===== config.mk =====
export PLATFORM = sky130hd
export DESIGN_NAME = tank_refill_evaporation_tracker
export DESIGN_NICKNAME = d
export VERILOG_FILES = /design/src/design/tret_pkg.sv /design/src/design/tret_ctrl.sv /design/src/design/tret_dp.sv /design/src/design/tank_refill_evaporation_tracker.sv
export SDC_FILE = /design/constraint.sdc
export NUM_CORES = 1
export LEC_CHECK = 0
export ABC_CLOCK_PERIOD_IN_PS = 8300
export BUFFER_PORTS_ARGS = -buffer_cell sky130_fd_sc_hd__buf_4
export CORE_ASPECT_RATIO = 0.7
export CORE_MARGIN = 2
export CORE_UTILIZATION = 39
export DETAILED_ROUTE_END_ITERATION = 7
export SLEW_MARGIN = 20
export SYNTH_ARGS = -nofsm -noshare
export SYNTH_HDL_FRONTEND = slang
export SYNTH_SLANG_ARGS = --single-unit

===== constraint.sdc =====
create_clock -name clk -period 8.3 [get_ports clk]
set_input_delay 0.83 -clock clk [delete_from_list [all_inputs] [get_ports clk]]
set_output_delay 0.83 -clock clk [all_outputs]
set_load 0.01 [all_outputs]

===== src/design/tret_pkg.sv =====
// Shared types and constants for the tank refill and evaporation tracker.
// Holds the payload structs, register indexes and controller/datapath links.
// Used by every module of the block; depends on nothing.
`timescale 1ns / 1ps

package tret_pkg;

	localparam int LEVEL_W   = 16;
	localparam int TOTAL_W   = 24;
	localparam int COUNT_W   = 16;
	localparam int SUM_W     = 32;
	localparam int CFG_W     = 16;
	localparam int CFG_IDX_W = 2;
	localparam int ACTION_W  = 2;

	localparam int DIV_STEPS = 32;
	localparam int DIV_CNT_W = $clog2(DIV_STEPS);

	localparam logic [LEVEL_W-1:0] FULL_Q15 = 16'h8000;
	localparam logic [TOTAL_W-1:0] MAX24    = 24'hFF_FFFF;
	localparam logic [COUNT_W-1:0] MAX16    = 16'hFFFF;
	localparam logic [SUM_W-1:0]   MAX32    = 32'hFFFF_FFFF;

	localparam logic [CFG_W-1:0] ECHO_SPAN_RST  = 16'd882;
	localparam logic [CFG_W-1:0] DEADBAND_RST   = 16'd328;
	localparam logic [CFG_W-1:0] FULL_LEVEL_RST = 16'd32113;

	localparam logic [CFG_IDX_W-1:0] REG_ECHO_SPAN  = 2'd0;
	localparam logic [CFG_IDX_W-1:0] REG_DEADBAND   = 2'd1;
	localparam logic [CFG_IDX_W-1:0] REG_FULL_LEVEL = 2'd2;

	localparam logic [ACTION_W-1:0] ACT_READING  = 2'd0;
	localparam logic [ACTION_W-1:0] ACT_PUMP_ON  = 2'd1;
	localparam logic [ACTION_W-1:0] ACT_PUMP_OFF = 2'd2;

	typedef struct packed {
		logic [ACTION_W-1:0] action;
		logic [15:0]         echo_time;
	} item_t;

	typedef struct packed {
		logic               pump_on;
		logic [LEVEL_W-1:0] level;
		logic [TOTAL_W-1:0] refill_total;
		logic [TOTAL_W-1:0] evap_total;
		logic [COUNT_W-1:0] refill_cycles;
		logic [TOTAL_W-1:0] refill_average;
		logic [TOTAL_W-1:0] evap_average;
		logic               overflow_trip;
	} result_t;

	// Commands from the controller to the datapath.
	typedef struct packed {
		logic capture;
		logic div_start;
		logic div_close;
		logic account;
		logic pump_on;
		logic pump_off;
		logic set_trip;
		logic close_prep;
		logic close_fin;
		logic load_out;
	} tret_cmd_t;

	// Status from the datapath to the controller.
	typedef struct packed {
		logic [ACTION_W-1:0] action;
		logic                div_busy;
		logic                refill_open;
		logic                evap_open;
		logic                trip_hit;
		logic                out_free;
	} tret_sts_t;

endpackage


===== src/design/tret_ctrl.sv =====
// Sequencing controller for the tank tracker.
// Walks each item through decode and, as its action needs, division, accounting and cycle closing.
// Depends on tret_pkg for the command and status structs.
`timescale 1ns / 1ps

module tret_ctrl (
	input  logic               clk,
	input  logic               arst_n,
	input  logic               item_valid,
	output logic               item_stall,
	input  tret_pkg::tret_sts_t sts,
	output tret_pkg::tret_cmd_t cmd
);

	typedef enum logic [8:0] {
		ST_IDLE   = 9'b000000001,
		ST_DECODE = 9'b000000010,
		ST_LWAIT  = 9'b000000100,
		ST_ACCT   = 9'b000001000,
		ST_TRIP   = 9'b000010000,
		ST_CPREP  = 9'b000100000,
		ST_CSTART = 9'b001000000,
		ST_CWAIT  = 9'b010000000,
		ST_DONE   = 9'b100000000
	} state_t;

	state_t state_q, state_d;

	always_ff @(posedge clk or negedge arst_n) begin
		if (!arst_n) begin
			state_q <= ST_IDLE;
		end else begin
			state_q <= state_d;
		end
	end

	always_comb begin
		state_d    = state_q;
		cmd        = '0;
		item_stall = 1'b1;
		case (state_q)
			ST_IDLE: begin
				item_stall = 1'b0;
				if (item_valid) begin
					cmd.capture = 1'b1;
					state_d     = ST_DECODE;
				end
			end
			ST_DECODE: begin
				case (sts.action)
					tret_pkg::ACT_READING: begin
						cmd.div_start = 1'b1;
						state_d       = ST_LWAIT;
					end
					tret_pkg::ACT_PUMP_ON: begin
						cmd.pump_on = 1'b1;
						state_d     = sts.evap_open ? ST_CPREP : ST_DONE;
					end
					tret_pkg::ACT_PUMP_OFF: begin
						cmd.pump_off = 1'b1;
						state_d      = sts.refill_open ? ST_CPREP : ST_DONE;
					end
					default: begin
						state_d = ST_DONE;
					end
				endcase
			end
			ST_LWAIT: begin
				if (!sts.div_busy) begin
					state_d = ST_ACCT;
				end
			end
			ST_ACCT: begin
				cmd.account = 1'b1;
				state_d     = ST_TRIP;
			end
			ST_TRIP: begin
				if (sts.trip_hit) begin
					cmd.pump_off = 1'b1;
					cmd.set_trip = 1'b1;
					state_d      = sts.refill_open ? ST_CPREP : ST_DONE;
				end else begin
					state_d = ST_DONE;
				end
			end
			ST_CPREP: begin
				cmd.close_prep = 1'b1;
				state_d        = ST_CSTART;
			end
			ST_CSTART: begin
				cmd.div_start = 1'b1;
				cmd.div_close = 1'b1;
				state_d       = ST_CWAIT;
			end
			ST_CWAIT: begin
				if (!sts.div_busy) begin
					cmd.close_fin = 1'b1;
					state_d       = ST_DONE;
				end
			end
			ST_DONE: begin
				if (sts.out_free) begin
					cmd.load_out = 1'b1;
					state_d      = ST_IDLE;
				end
			end
			default: begin
				state_d = ST_IDLE;
			end
		endcase
	end

endmodule


===== src/design/tret_dp.sv =====
// Datapath of the tank tracker: registers, shared serial divider, result register.
// Acts only on commands from tret_ctrl and reports status back.
// Depends on tret_pkg for payload, command and status types.
`timescale 1ns / 1ps

module tret_dp (
	input  logic                                 clk,
	input  logic                                 arst_n,
	input  tret_pkg::tret_cmd_t                  cmd,
	output tret_pkg::tret_sts_t                  sts,
	input  tret_pkg::item_t                      item,
	input  logic                                 cfg_we,
	input  logic [tret_pkg::CFG_IDX_W-1:0]       cfg_index,
	input  logic [tret_pkg::CFG_W-1:0]           cfg_wdata,
	output logic                                 result_valid,
	input  logic                                 result_stall,
	output tret_pkg::result_t                    result
);

	localparam int LW = tret_pkg::LEVEL_W;
	localparam int TW = tret_pkg::TOTAL_W;
	localparam int CW = tret_pkg::COUNT_W;
	localparam int SW = tret_pkg::SUM_W;

	// Configuration registers.
	logic [tret_pkg::CFG_W-1:0] echo_span_q, deadband_q, full_level_q;

	// Captured item.
	logic [tret_pkg::ACTION_W-1:0] action_q;
	logic [15:0]                   echo_q;

	// Tracker state.
	logic          pump_q, first_q, trip_q, close_evap_q;
	logic [LW-1:0] prev_q;
	logic [TW-1:0] open_refill_q, open_evap_q;
	logic [CW-1:0] refill_cnt_q, evap_cnt_q;
	logic [SW-1:0] refill_sum_q, evap_sum_q;
	logic [TW-1:0] refill_avg_q, evap_avg_q;

	// Serial divider: one quotient bit a cycle, restoring.
	logic                           div_busy_q;
	logic [tret_pkg::DIV_CNT_W-1:0] div_cnt_q;
	logic [15:0]                    div_rem_q;
	logic [SW-1:0]                  div_quo_q;
	logic [15:0]                    div_dsr_q;

	logic                 result_valid_q;
	tret_pkg::result_t    result_q;

	always_ff @(posedge clk or negedge arst_n) begin
		if (!arst_n) begin
			echo_span_q  <= tret_pkg::ECHO_SPAN_RST;
			deadband_q   <= tret_pkg::DEADBAND_RST;
			full_level_q <= tret_pkg::FULL_LEVEL_RST;
		end else if (cfg_we) begin
			case (cfg_index)
				tret_pkg::REG_ECHO_SPAN:  echo_span_q  <= cfg_wdata;
				tret_pkg::REG_DEADBAND:   deadband_q   <= cfg_wdata;
				tret_pkg::REG_FULL_LEVEL: full_level_q <= cfg_wdata;
				default: begin
				end
			endcase
		end
	end

	always_ff @(posedge clk) begin
		if (cmd.capture) begin
			action_q <= item.action;
			echo_q   <= item.echo_time;
		end
	end

	// Divider operands.
	logic [15:0]   span_eff;
	logic [SW-1:0] div_dvd;
	logic [15:0]   div_dsr;
	logic [16:0]   div_trial;
	logic [16:0]   div_diff;
	logic          div_ge;

	assign span_eff  = (echo_span_q == '0) ? 16'd1 : echo_span_q;
	assign div_dvd   = cmd.div_close ? (close_evap_q ? evap_sum_q : refill_sum_q)
	                                 : {1'b0, echo_q, 15'd0};
	assign div_dsr   = cmd.div_close ? (close_evap_q ? evap_cnt_q : refill_cnt_q) : span_eff;
	assign div_trial = {div_rem_q, div_quo_q[SW-1]};
	assign div_diff  = div_trial - {1'b0, div_dsr_q};
	assign div_ge    = (div_trial >= {1'b0, div_dsr_q});

	always_ff @(posedge clk or negedge arst_n) begin
		if (!arst_n) begin
			div_busy_q <= 1'b0;
			div_cnt_q  <= '0;
		end else if (cmd.div_start) begin
			div_busy_q <= 1'b1;
			div_cnt_q  <= '0;
		end else if (div_busy_q) begin
			div_cnt_q <= div_cnt_q + 1'b1;
			if (div_cnt_q == tret_pkg::DIV_CNT_W'(tret_pkg::DIV_STEPS - 1)) begin
				div_busy_q <= 1'b0;
			end
		end
	end

	always_ff @(posedge clk) begin
		if (cmd.div_start) begin
			div_rem_q <= '0;
			div_quo_q <= div_dvd;
			div_dsr_q <= div_dsr;
		end else if (div_busy_q) begin
			div_rem_q <= div_ge ? div_diff[15:0] : div_trial[15:0];
			div_quo_q <= {div_quo_q[SW-2:0], div_ge};
		end
	end

	// Level from the quotient, and the change against the previous level.
	logic [LW-1:0] lvl, prev_eff, rise, fall;
	logic          rise_ok, fall_ok;
	logic [TW:0]   refill_add, evap_add;

	assign lvl      = (div_quo_q >= SW'(tret_pkg::FULL_Q15)) ? '0
	                  : LW'(SW'(tret_pkg::FULL_Q15) - div_quo_q);
	assign prev_eff = first_q ? lvl : prev_q;
	assign rise     = lvl - prev_eff;
	assign fall     = prev_eff - lvl;
	assign rise_ok  = (lvl > prev_eff) && (rise > deadband_q);
	assign fall_ok  = (prev_eff > lvl) && (fall > deadband_q);
	assign refill_add = {1'b0, open_refill_q} + (TW+1)'(rise);
	assign evap_add   = {1'b0, open_evap_q} + (TW+1)'(fall);

	// Closing a cycle: saturating count and sum of the selected side.
	logic [TW-1:0] close_total;
	logic [CW-1:0] close_cnt;
	logic [SW-1:0] close_sum;
	logic [CW-1:0] cnt_next;
	logic [SW:0]   sum_add;
	logic [SW-1:0] sum_next;
	logic [TW-1:0] avg_next;

	assign close_total = close_evap_q ? open_evap_q : open_refill_q;
	assign close_cnt   = close_evap_q ? evap_cnt_q : refill_cnt_q;
	assign close_sum   = close_evap_q ? evap_sum_q : refill_sum_q;
	assign cnt_next    = (close_cnt == tret_pkg::MAX16) ? close_cnt : close_cnt + 1'b1;
	assign sum_add     = {1'b0, close_sum} + (SW+1)'(close_total);
	assign sum_next    = sum_add[SW] ? tret_pkg::MAX32 : sum_add[SW-1:0];
	assign avg_next    = (div_quo_q[SW-1:TW] != '0) ? tret_pkg::MAX24 : div_quo_q[TW-1:0];

	always_ff @(posedge clk or negedge arst_n) begin
		if (!arst_n) begin
			pump_q        <= 1'b0;
			first_q       <= 1'b1;
			trip_q        <= 1'b0;
			close_evap_q  <= 1'b0;
			prev_q        <= '0;
			open_refill_q <= '0;
			open_evap_q   <= '0;
			refill_cnt_q  <= '0;
			evap_cnt_q    <= '0;
			refill_sum_q  <= '0;
			evap_sum_q    <= '0;
			refill_avg_q  <= '0;
			evap_avg_q    <= '0;
		end else begin
			if (cmd.capture) begin
				trip_q <= 1'b0;
			end
			if (cmd.set_trip) begin
				trip_q <= 1'b1;
			end
			// The side to close follows the latest pump change.
			if (cmd.pump_on) begin
				pump_q       <= 1'b1;
				close_evap_q <= 1'b1;
			end
			if (cmd.pump_off) begin
				pump_q       <= 1'b0;
				close_evap_q <= 1'b0;
			end
			if (cmd.account) begin
				first_q <= 1'b0;
				prev_q  <= lvl;
				if (pump_q && rise_ok) begin
					open_refill_q <= refill_add[TW] ? tret_pkg::MAX24 : refill_add[TW-1:0];
				end
				if (!pump_q && fall_ok) begin
					open_evap_q <= evap_add[TW] ? tret_pkg::MAX24 : evap_add[TW-1:0];
				end
			end
			if (cmd.close_prep) begin
				if (close_evap_q) begin
					evap_cnt_q  <= cnt_next;
					evap_sum_q  <= sum_next;
					open_evap_q <= '0;
				end else begin
					refill_cnt_q  <= cnt_next;
					refill_sum_q  <= sum_next;
					open_refill_q <= '0;
				end
			end
			if (cmd.close_fin) begin
				if (close_evap_q) begin
					evap_avg_q <= avg_next;
				end else begin
					refill_avg_q <= avg_next;
				end
			end
		end
	end

	// Result register.
	always_ff @(posedge clk or negedge arst_n) begin
		if (!arst_n) begin
			result_valid_q <= 1'b0;
		end else if (cmd.load_out) begin
			result_valid_q <= 1'b1;
		end else if (result_valid_q && !result_stall) begin
			result_valid_q <= 1'b0;
		end
	end

	always_ff @(posedge clk) begin
		if (cmd.load_out) begin
			result_q.pump_on        <= pump_q;
			result_q.level          <= prev_q;
			result_q.refill_total   <= open_refill_q;
			result_q.evap_total     <= open_evap_q;
			result_q.refill_cycles  <= refill_cnt_q;
			result_q.refill_average <= refill_avg_q;
			result_q.evap_average   <= evap_avg_q;
			result_q.overflow_trip  <= trip_q;
		end
	end

	assign result_valid = result_valid_q;
	assign result       = result_q;

	assign sts.action      = action_q;
	assign sts.div_busy    = div_busy_q;
	assign sts.refill_open = (open_refill_q != '0);
	assign sts.evap_open   = (open_evap_q != '0);
	assign sts.trip_hit    = pump_q && (prev_q >= full_level_q);
	assign sts.out_free    = !result_valid_q || !result_stall;

endmodule


===== src/design/tank_refill_evaporation_tracker.sv =====
// Top level of the tank refill and evaporation tracker.
// Instantiates the controller tret_ctrl and the datapath tret_dp; uses tret_pkg.
`timescale 1ns / 1ps

// The item channel carries one action per transfer: a sensor reading with its
// echo time, a pump on command or a pump off command. Every item gives exactly
// one result on the result channel, holding the pump drive, the level, the open
// totals, the refill cycle count and the held averages.
// One item is worked on at a time; item_stall is high from the transfer until
// the result has been written to the output register. A reading goes through
// the 32-step serial divider, which turns the echo time into a level; a pump
// command needs no division. When a command or a full-tank trip closes a
// cycle, the average needs a second pass of the same divider.
// The configuration port is a plain write port; writes are expected only while
// the block is idle and take effect at once.
// Reset clears the pump, the totals, counts, sums and averages, marks that no
// reading has been seen yet and loads the register defaults. The output
// register holds a result while result_stall is high; the block finishes its
// next item and then waits in its last step until the register is free.
module tank_refill_evaporation_tracker (
	input  logic                           clk,
	input  logic                           arst_n,
	input  logic                           item_valid,
	output logic                           item_stall,
	input  tret_pkg::item_t                item,
	output logic                           result_valid,
	input  logic                           result_stall,
	output tret_pkg::result_t              result,
	input  logic                           cfg_we,
	input  logic [tret_pkg::CFG_IDX_W-1:0] cfg_index,
	input  logic [tret_pkg::CFG_W-1:0]     cfg_wdata
);

	tret_pkg::tret_cmd_t cmd;
	tret_pkg::tret_sts_t sts;

	// Sequencer: decides which step each item takes next.
	tret_ctrl u_ctrl (
		.clk        (clk),
		.arst_n     (arst_n),
		.item_valid (item_valid),
		.item_stall (item_stall),
		.sts        (sts),
		.cmd        (cmd)
	);

	// Storage, divider and result register.
	tret_dp u_dp (
		.clk          (clk),
		.arst_n       (arst_n),
		.cmd          (cmd),
		.sts          (sts),
		.item         (item),
		.cfg_we       (cfg_we),
		.cfg_index    (cfg_index),
		.cfg_wdata    (cfg_wdata),
		.result_valid (result_valid),
		.result_stall (result_stall),
		.result       (result)
	);

endmodule


==> After elaboration in Yosys (flattened, before gate mapping) <==
Cells that the tools add are included.
{ "totals": {"register_bits": 487, "in_bits": 41, "output_inout_bits": 132} }
{ "classes": {"addsub": 9, "n_lt_le_gt_ge": 7, "eq_ne": 19, "muxes": 62, "bitwise": 1, "n_reduce_logical": 28} }
{ "ops": {"columns": ["cell", "n"], "rows": [
  ["2-to-1 mux 24 bit", 12],
  ["2-to-1 mux 32 bit", 5],
  ["2-to-1 mux 16 bit", 7],
  ["case mux 9 bit (9 select lines)", 1],
  ["> comparator 16 bit", 4],
  ["2-to-1 mux 9 bit", 7],
  ["adder 24 x 16 -> 25 bit", 2],
  ["nonzero test 24 bit", 2],
  ["subtractor 16 bit", 3],
  ["adder 32 x 24 -> 33 bit", 1],
  ["greater-or-equal comparator 32 x 16 -> 1 bit, second input constant", 1],
  ["case mux 9 bit (3 select lines)", 1],
  ["2-to-1 mux 1 bit", 24],
  ["greater-or-equal comparator 17 x 16 -> 1 bit", 1],
  ["adder 16 x 1 -> 16 bit, second input constant", 1],
  ["== test 16 bit, second input constant", 1],
  ["greater-or-equal comparator 16 bit", 1],
  ["logical NOT 16 bit", 1],
  ["subtractor 16 bit, first input constant", 1],
  ["AND reduction 2 bit", 7],
  ["2-to-1 mux 5 bit", 2],
  ["== test 9 x 1 -> 1 bit, second input constant", 1],
  ["== test 9 x 2 -> 1 bit, second input constant", 1],
  ["== test 9 x 3 -> 1 bit, second input constant", 1],
  ["other kinds (21)", 38]
]} }

==> Logic depth before layout (Yosys ltp) <==
Gate-level depths: netlist (run 1).
{ "logic_depth": {"depth_word": 11, "depth_mapped": 30} }

==> Hierarchy <==
From an unflattened synthesis (run 1), not the netlist that was laid out.
{ "hier_totals": {"cells_unflattened": 2552, "hier_area_um2": 26872.0} }
{ "by_module_without_submodules": {"columns": ["module", "instances", "cells_per_inst", "area_each_um2"], "rows": [
  ["tret_dp", 1, 2479, 26195.1],
  ["tret_ctrl", 1, 73, 676.9]
]} }

==> Least setup slack after synthesis (run 1) <==
OpenSTA, ideal clock, no wires.
{ "synth_timing": {"path_kind": "flip-flop to flip-flop", "startpoint": "reg u_ctrl.state_q[3]", "endpoint": "reg u_dp.result_q (netlist bit u_dp.result[0]), enable pin", "setup_ps": 662, "arrival_time_ps": 7464, "t_required_ps": 7638, "slack_ps": 174, "path_stages_with_launch": 5, "n_path_buf": 0, "period_less_slack_ps": 8126, "path_cell_list": "dfrtp_1 or2_1 nor4_2 nand4b_1 a21oi_1"} }
{ "synth_rtl": {"columns": ["element", "line", "rtl"], "rows": [
  ["start: declaration", "tret_ctrl.sv:27", "state_t state_q, state_d;"],
  ["start signal: assignment", "tret_ctrl.sv:33", "state_q <= state_d;"],
  ["end: declaration", "tret_dp.sv:48", "tret_pkg::result_t result_q;"]
]} }

==> Worst setup path after layout (run 1) <==
{ "layout_timing": {"startpoint": "reg u_dp.div_quo_q[0]", "endpoint": "reg u_dp.open_evap_q[21]"} }
{ "layout_between": {"elab_chain_cells": 11} }
{ "layout_lines": {"columns": ["element", "line", "rtl"], "rows": [
  ["start: declaration", "tret_dp.sv:44", "logic [SW-1:0] div_quo_q;"],
  ["start signal: assignment", "tret_dp.sv:107", "div_quo_q <= div_dvd;"],
  ["start signal: assignment", "tret_dp.sv:111", "div_quo_q <= {div_quo_q[SW-2:0], div_ge};"],
  ["greater-or-equal comparator 32 x 16 -> 1 bit or subtractor 16 bit (tied branches)", "tret_dp.sv:120, tret_dp.sv:121", null],
  ["2-to-1 mux 16 bit *", "tret_dp.sv:120", "assign lvl = (div_quo_q >= SW'(tret_pkg::FULL_Q15)) ? '0"],
  ["net u_dp.lvl[6]", "tret_dp.sv:116", "logic [LW-1:0] lvl, prev_eff, rise, fall;"],
  ["parallel branches: the longest is 5 deep, another holds adder 24 x 16 -> 25 bit", null, null],
  ["2-to-1 mux 24 bit *", "tret_dp.sv:184", "if (!pump_q && fall_ok) begin"],
  ["2-to-1 mux 24 bit *", "tret_dp.sv:178", "if (cmd.account) begin"],
  ["2-to-1 mux 24 bit", "tret_dp.sv:189", "if (close_evap_q) begin"],
  ["2-to-1 mux 24 bit *", "tret_dp.sv:188", "if (cmd.close_prep) begin"],
  ["end signal: assignment", "tret_dp.sv:185", "open_evap_q <= evap_add[TW] ? tret_pkg::MAX24 : evap_add[TW-1:0];"],
  ["end: declaration", "tret_dp.sv:35", "logic [TW-1:0] open_refill_q, open_evap_q;"]
]} }
Mark *: on every way through the listed nets, which the timed path passes.
A chain may end at the register's enable or synchronous reset.

==> results of run 1 <==
how the worst max path moves through the flow:
stage / to / startpoint / slack, ns / cells past startpoint
floorplan: u_dp.result[0]$_DFFE_PP_ / u_ctrl.state_q[3]$_DFFE_PN0P_ / 0.17 / 4
global placement: u_dp.open_evap_q[19]$_DFF_PN0_ / u_dp.div_quo_q[27]$_DFFE_PP_ / 1.76 / 25
detailed placement: u_dp.open_evap_q[21]$_DFF_PN0_ / u_dp.div_quo_q[0]$_DFFE_PP_ / 1.57 / 25
CTS: u_dp.open_evap_q[21]$_DFF_PN0_ / u_dp.div_quo_q[0]$_DFFE_PP_ / 1.55 / 25
global route: u_dp.open_evap_q[21]$_DFF_PN0_ / u_dp.div_quo_q[1]$_DFFE_PP_ / 0.84 / 25
finish: u_dp.open_evap_q[21]$_DFF_PN0_ / u_dp.div_quo_q[0]$_DFFE_PP_ / 1.31 / 26
metrics by stage:
step | setup WS (ns) | cells | cell area (sq um) | util (%)
after floorplan | 0.174 | 2510 | 26300 | -
after global placement | 1.76 | 3491 | 28500 | 42.8
after detailed placement | 1.57 | 3493 | 28600 | 42.9
after CTS | 1.55 | 3589 | 30400 | 45.7
after global routing | 0.843 | 3589 | 30400 | 45.7
final | 1.31 | 3589 | 30400 | 45.7
cell type report:
class	instances	area [sq um]
Timing Repair Buffer	193	1480
Fill cell	6242	36200
Multi-Input combinational cell	1798	12400
Sequential cell	487	13100
Clock inverter	37	536
Clock buffer	59	1340
Tap cell	891	1110
Inverter	124	470
cell usage after synthesis, drive strengths merged, types with 20 or more instances:
library cell | count | area (sq um)
edfxtp | 196 | 5890
nand2 | 219 | 825
nor2 | 196 | 736
o21a | 20 | 158
nor3 | 60 | 322
buf | 30 | 150
nand3 | 56 | 280
inv | 123 | 462
mux2i | 45 | 450
dfrtp | 254 | 6360
a21oi | 203 | 1020
mux2 | 121 | 1360
nor4 | 29 | 215
nor2b | 22 | 138
clkbuf | 71 | 267
nand4 | 22 | 138
a21o | 38 | 285
dfstp | 21 | 552
o21ai | 205 | 1030
ha | 159 | 1990
xnor2 | 83 | 727
xor2 | 48 | 420
o21bai | 21 | 158
per-layer routing:
metal / global-route usage [%] / vias to the layer above
li1: - / 9367
met2: 30.7 / 724
met5: 0 / -
met1: 35.5 / 9770
met4: 4.52 / 0
met3: 5.45 / 84
cells by family (layout without fill, tap and decap cells):
group | Yosys count | in the layout
xor+xnor | 131 | 131
buf+inv | 225 | 413
mux | 166 | 166
fa+ha+maj | 165 | 165
flops | 487 | 487
simple gates | 717 | 717
compound gates | 619 | 619
critical path: stages (launching register included):
cell and delay, ns:
edfxtp_1 0.47, inv_1 0.09, ha_1 0.18, nor3b_1 0.50, nand2_1 0.14, xnor2_1 0.16, nor3_1 0.28, mux2_2 0.24
inv_1 0.04, ha_1 0.47, nand2_1 0.21, nor2_1 0.28, and3_1 0.22, a41oi_1 0.21, o21bai_1 0.21, a21oi_1 0.10
xnor2_1 0.40, ha_1 0.21, and4_1 0.25, nand3_1 0.11, a311o_1 0.28, a311oi_1 0.48, o211ai_1 0.25, nor4b_2 0.59
nand3_1 0.18, xor2_1 0.17, a21oi_1 0.08
registers in the layout, indices dropped and copies added (netlist names), 24 cells and up:
register / cells
u_dp.open_refill_q: 24
u_dp.evap_sum_q: 32
u_dp.refill_sum_q: 32
u_dp.evap_avg_q: 24
u_dp.result: 130
u_dp.open_evap_q: 24
u_dp.div_quo_q: 32
u_dp.refill_avg_q: 24
power by group through the flow:
stage,combinational (W),sequential [W],clock [W]
final,0.00120,0.00308,0.00258
after global routing,0.00134,0.00310,0.00273
after CTS,0.00120,0.00307,0.00262
after detailed placement,0.00120,0.00311,0
after global placement,0.00117,0.00310,0
after floorplan,0.000880,0.00302,0
==> out/metrics.cfg, run 1 <==
[setup_path]
critPathCaptureType = flip-flop
crit_type = reg -> reg
required_ns = 8.73
worstSetupStartpointType = flip-flop
reg2reg_slack_ns = 1.31
cp.arrival_ns = 7.42
reg2reg_depth = 26
timing.rr.end = u_dp.open_evap_q[21]$_DFF_PN0_
r2r-start = u_dp.div_quo_q[0]$_DFFE_PP_
cp_max_fo = 9

[die]
rows = 79
dieArea_sq_um = 69700
die_h_um = 221
io-pin-count = 173
die_x_um = 315
core-area_sq_um = 66600
initial_core_util_pct = 39.5

[cts]
cts_buffers = 51
post-cts-setup-buffers = 0
cts.sinks = 487
path_clk_slew_ns = 0.06
insertion_delay_ns = 0.61
cts_tree = done
root_buffer = clkbuf_16
postCtsHoldBufs = 0
ctsResizeCount = 0
cts_max_level = 2
ctsLongestPathBuffers = 3

[route]
wl_met2_mm = 32.0
dr.max_layer_used = met4
vias = 19945
wirelength_mm = 79.5
detail-route-antenna-nets = 0
drc = 0
wl_met1_mm = 39.4
dr.pass1.iters = 6
met3_length_mm = 6.77
drt_first_iter_violations = 1791
via_per_inst = 5.56
wl_per_cell_um = 22.1

[pwr]
sequentialPowerShare_pct = 44.9
ir_worst_vdd_v = 0.000164
power_w = 0.00686
p_comb_share_pct = 17.6
swShare_pct = 28.4
p_int_w = 0.00491
switchingPower_w = 0.00195
p_per_area_nw_per_um2 = 225
p_clk_share_pct = 37.6
leakagePower_nw = 13.4

[synth]
synthFlopType = dfrtp_1
synthAdderAreaFrac_pct = 8.01
netlist_area_sq_um = 26300
ys_ff_latch = 487
async_flop_share_pct = 56.5
yosys.area_share.simple_pct = 13.3
synth_top_family_by_area = compound AO/OA/AOI/OAI gates
syn_area_per_cell_sq_um = 10.5
syn-num-nets = 2716
ys_seq_area_share_pct = 49.8
synth-warning-count = 0
muxShareOfSynthArea_pct = 6.88
synth_xor_area_share_pct = 4.36
synth_edf_count = 196
synth_cell_types = 94
synth_compound_area_share_pct = 14.3
syn_inst = 2510

[final_layout]
final_common_cell = dfrtp_1
nNetsFinal = 2861
area_delta_synth_final_pct = 15.6
mostFrequentLayoutCells = dfrtp_1, nand2_1, a21oi_1
diodes = 0
drive_gt1_share_pct = 17.2

[global_routing]
grt_max_degree = 160
grt_pass1_vias = 19157
grt_pass1_wl_mm = 120
gr-usage-all-layers_pct = 22.5
grt_overflow = 0
antenna_found_initial = 1

[outcome]
outcome = completed

[timing]
slew_headroom_pct = 25.5
finalSetupTns_ns = 0
hold_ws_ns = 0.344
max_freq_ghz = 0.143
period_share_pct = 84.2
setup_viol = 0
skew_ns = 0.0232
hold_viol = 0
drv_slew = 0
fin_crit_ns = 6.99
tightest_slew_ns = 1.11
rsz0062_at_grt = no

[place]
gp_congestion = 0.903
port_buffers = 172
place_hpwl_mm = 59.4

[hold_path]
hold_path.class = in -> async

[flow_run]
drv_cap = 0

Note: power is estimated with default switching activity, not from simulation.
==> run 2: changes to the inputs <==
--- a/config.mk
+++ b/config.mk
@@ -5,7 +5,7 @@
 export SDC_FILE = /design/constraint.sdc
 export NUM_CORES = 1
 export LEC_CHECK = 0
-export ABC_CLOCK_PERIOD_IN_PS = 8300
+export ABC_CLOCK_PERIOD_IN_PS = 6630
 export BUFFER_PORTS_ARGS = -buffer_cell sky130_fd_sc_hd__buf_4
 export CORE_ASPECT_RATIO = 0.7
 export CORE_MARGIN = 2
==> constraint.sdc (replaced) <==
create_clock -name clk -period 6.63 [get_ports clk]
set_input_delay 0.663 -clock clk [delete_from_list [all_inputs] [get_ports clk]]
set_output_delay 0.663 -clock clk [all_outputs]
set_load 0.01 [all_outputs]
==> out/metrics.cfg, run 2 (synthesis gave the netlist of run 1 again) <==
[setup_path]
timing.rr.end = u_dp.open_evap_q[19]$_DFF_PN0_
r2r-start = u_dp.div_quo_q[27]$_DFFE_PP_
cpPeakStageDelay_ns = 0.45  ; -0.14 ns
worstSetupEndpoint = u_dp.open_evap_q[19]$_DFF_PN0_
reg2reg_depth = 24  ; -7.7%
critical_path_buf_inv_count = 3  ; +1
cp_max_fo = 16  ; +7
required_ns = 7.09  ; -1.64 ns
crit_chain = nor4_2 -> nand4_1 -> buf_4 -> nor2_1 -> nand2_1 -> inv_1 -> a21o_1 -> inv_1 -> fa_1 -> nor2b_1 -> a21boi_1 -> o221a_2 -> o21ai_0 -> xor2_1 -> ha_1 -> and4_1 -> nand3_1 -> a311o_1 -> a311oi_2 -> o211ai_1 -> nor4b_2 -> nand3_1 -> xor2_1 -> a21oi_1
worstSetupStartpointType = flip-flop
cp.arrival_ns = 6.78  ; -0.64 ns
cp-startpoint = u_dp.div_quo_q[27]$_DFFE_PP_
cp_slowest_cell = nor4_2
critical_path.top_delay_family = simple AND/OR/NAND/NOR gates
reg2reg_slack_ns = 0.30  ; -1.01 ns
crit_type = reg -> reg
cp.depth = 24  ; -7.7%
critPathCaptureType = flip-flop

[route]
wl_per_cell_um = 22.2  ; +0.49%
drt_first_iter_violations = 1923  ; +7.4%
wirelength_mm = 80.9  ; +1.8%
detail-route-antenna-nets = 0  ; unchanged
vias = 20289  ; +1.7%
dr.pass1.iters = 6  ; unchanged
via_per_inst = 5.58  ; +0.44%
drc = 0  ; unchanged

[final_layout]
nNetsFinal = 2907  ; +1.6%
final_area_sq_um = 30700  ; +0.90%
area_delta_synth_final_pct = 16.6
largest_register_ffs = 130  ; unchanged
fin_util_pct = 46.1  ; +0.41 points
drive_gt1_share_pct = 19.2  ; +2.1 points
final_common_cell = dfrtp_1
mostFrequentLayoutCells = dfrtp_1, buf_4, nand2_1

[global_routing]
gr-usage-all-layers_pct = 22.9  ; +0.39 points
grt_max_degree = 148  ; -7.5%
grt_pass1_wl_mm = 122  ; +1.6%
antenna_found_initial = 8  ; +7
grt_overflow = 0  ; unchanged
grt_pass1_vias = 19334  ; +0.92%

[die]
core-area_sq_um = 66600  ; unchanged
initial_core_util_pct = 39.5  ; unchanged
dieArea_sq_um = 69700  ; unchanged
die_h_um = 221  ; unchanged
io-pin-count = 173  ; unchanged
die_x_um = 315  ; unchanged
rows = 79  ; unchanged

[timing]
hold_viol = 0  ; unchanged
slew_headroom_pct = 25.8  ; +0.38 points
max_freq_ghz = 0.158  ; +10%
setup_viol = 0  ; unchanged
tightest_slew_ns = 1.11  ; -0.00335 ns
finalSetupTns_ns = 0  ; unchanged
skew_ns = 0.0315  ; +0.00829 ns
drv_slew = 0  ; unchanged
hold_ws_ns = 0.234  ; -0.110 ns
fin_crit_ns = 6.33  ; -0.663 ns
period_share_pct = 95.4  ; +11 points

[cts]
root_buffer = clkbuf_16
insertion_delay_ns = 0.62  ; about the same
ctsLongestPathBuffers = 3  ; unchanged
path_clk_slew_ns = 0.07  ; about the same
cts.sinks = 487  ; unchanged
cts_tree = done
cts_max_level = 2  ; unchanged
cts_buffers = 51  ; unchanged

[pwr]
p_clk_share_pct = 35.1  ; -2.5 points
p_int_w = 0.00584  ; +19%
switchingPower_w = 0.00248  ; +27%
p_per_area_nw_per_um2 = 271  ; +20%
sequentialPowerShare_pct = 46.1  ; +1.2 points
leakagePower_nw = 13.6  ; +1.4%
swShare_pct = 29.8  ; +1.4 points
ir_worst_vdd_v = 0.000163  ; -0.60%
p_comb_share_pct = 18.9  ; +1.3 points

[hold_path]
hold_path.class = in -> reg
holdCritStartpoint = item[9]

[place]
gp_congestion = 0.902  ; -0.19%
port_buffers = 172  ; unchanged
place_area_sq_um = 28800  ; +0.96%
place_hpwl_mm = 60.5  ; +1.8%

[outcome]
outcome = completed

[flow_run]
drv_cap = 0  ; unchanged

==> run 2: power by group through the flow <==
stage,sequential (W),combinational [W],clock (W)
5_1_grt,0.00386,0.00173,0.00310
3_3_place_gp,0.00386,0.00150,0
4_1_cts,0.00382,0.00154,0.00298
6_report,0.00383,0.00157,0.00292
3_5_place_dp,0.00388,0.00153,0
2_1_floorplan,0.00377,0.00110,0
==> run 2: cell type report <==
class | instances | area [sq um]
Fill cell | 6138 | 35900
Sequential cell | 487 | 13100
Clock buffer | 60 | 1400
Antenna cell | 1 | 2.50
Clock inverter | 35 | 297
Timing Repair Buffer | 239 | 1830
Multi-Input combinational cell | 1798 | 12500
Tap cell | 891 | 1110
Inverter | 124 | 470
==> run 2: worst register-to-register path: stages (launching register included) <==
cell      delay [ns]
edfxtp_1        0.40
nor4_2          0.45
nand4_1         0.13
buf_4           0.23
nor2_1          0.35
nand2_1         0.23
inv_1           0.18
a21o_1          0.19
inv_1           0.09
fa_1            0.44
nor2b_1         0.20
a21boi_1        0.16
o221a_2         0.28
o21ai_0         0.32
xor2_1          0.43
ha_1            0.18
and4_1          0.23
nand3_1         0.12
a311o_1         0.30
a311oi_2        0.32
o211ai_1        0.18
nor4b_2         0.41
nand3_1         0.14
xor2_1          0.16
a21oi_1         0.08
==> run 2: what timing repair did <==
action,in CTS,in global routing
endpoints found under the hold margin,16,0
buffers inserted,0,8
hold buffers,1,0
gates resized for setup,0,19
setup endpoints to repair,0,48
==> run 2: how the worst min path moves through the flow <==
stage,endpoint,slack [ns],cells after the start
floorplan,u_ctrl.state_q[1]$_DFFE_PN0P_,0.37,0
global placement,u_dp.result[7]$_DFFE_PP_,0.43,0
detailed placement,u_dp.result[9]$_DFFE_PP_,0.43,0
CTS,u_dp.echo_q[9]$_DFFE_PP_,0.20,1
global route,u_dp.echo_q[7]$_DFFE_PP_,0.21,1
finish,u_dp.echo_q[9]$_DFFE_PP_,0.23,1
==> run 2: per-stage QoR <==
stage / setup slack (ns) / power, W / instances
floorplan: 1.00 / 0.00488 / 2510
global placement: 0.128 / 0.00537 / 3530
detailed placement: 0.0614 / 0.00541 / 3530
CTS: 0.0192 / 0.00835 / 3626
global route: -0.0196 / 0.00870 / 3634
finish: 0.302 / 0.00832 / 3635
==> run 2: layer usage <==
metal	GRT usage, %	vias to the layer above	wire length [um]
li1	-	9470	-
met2	31.8	683	33100
met4	4.72	2	1410
met5	0	-	18
met3	4.22	83	5660
met1	36.5	10051	40600
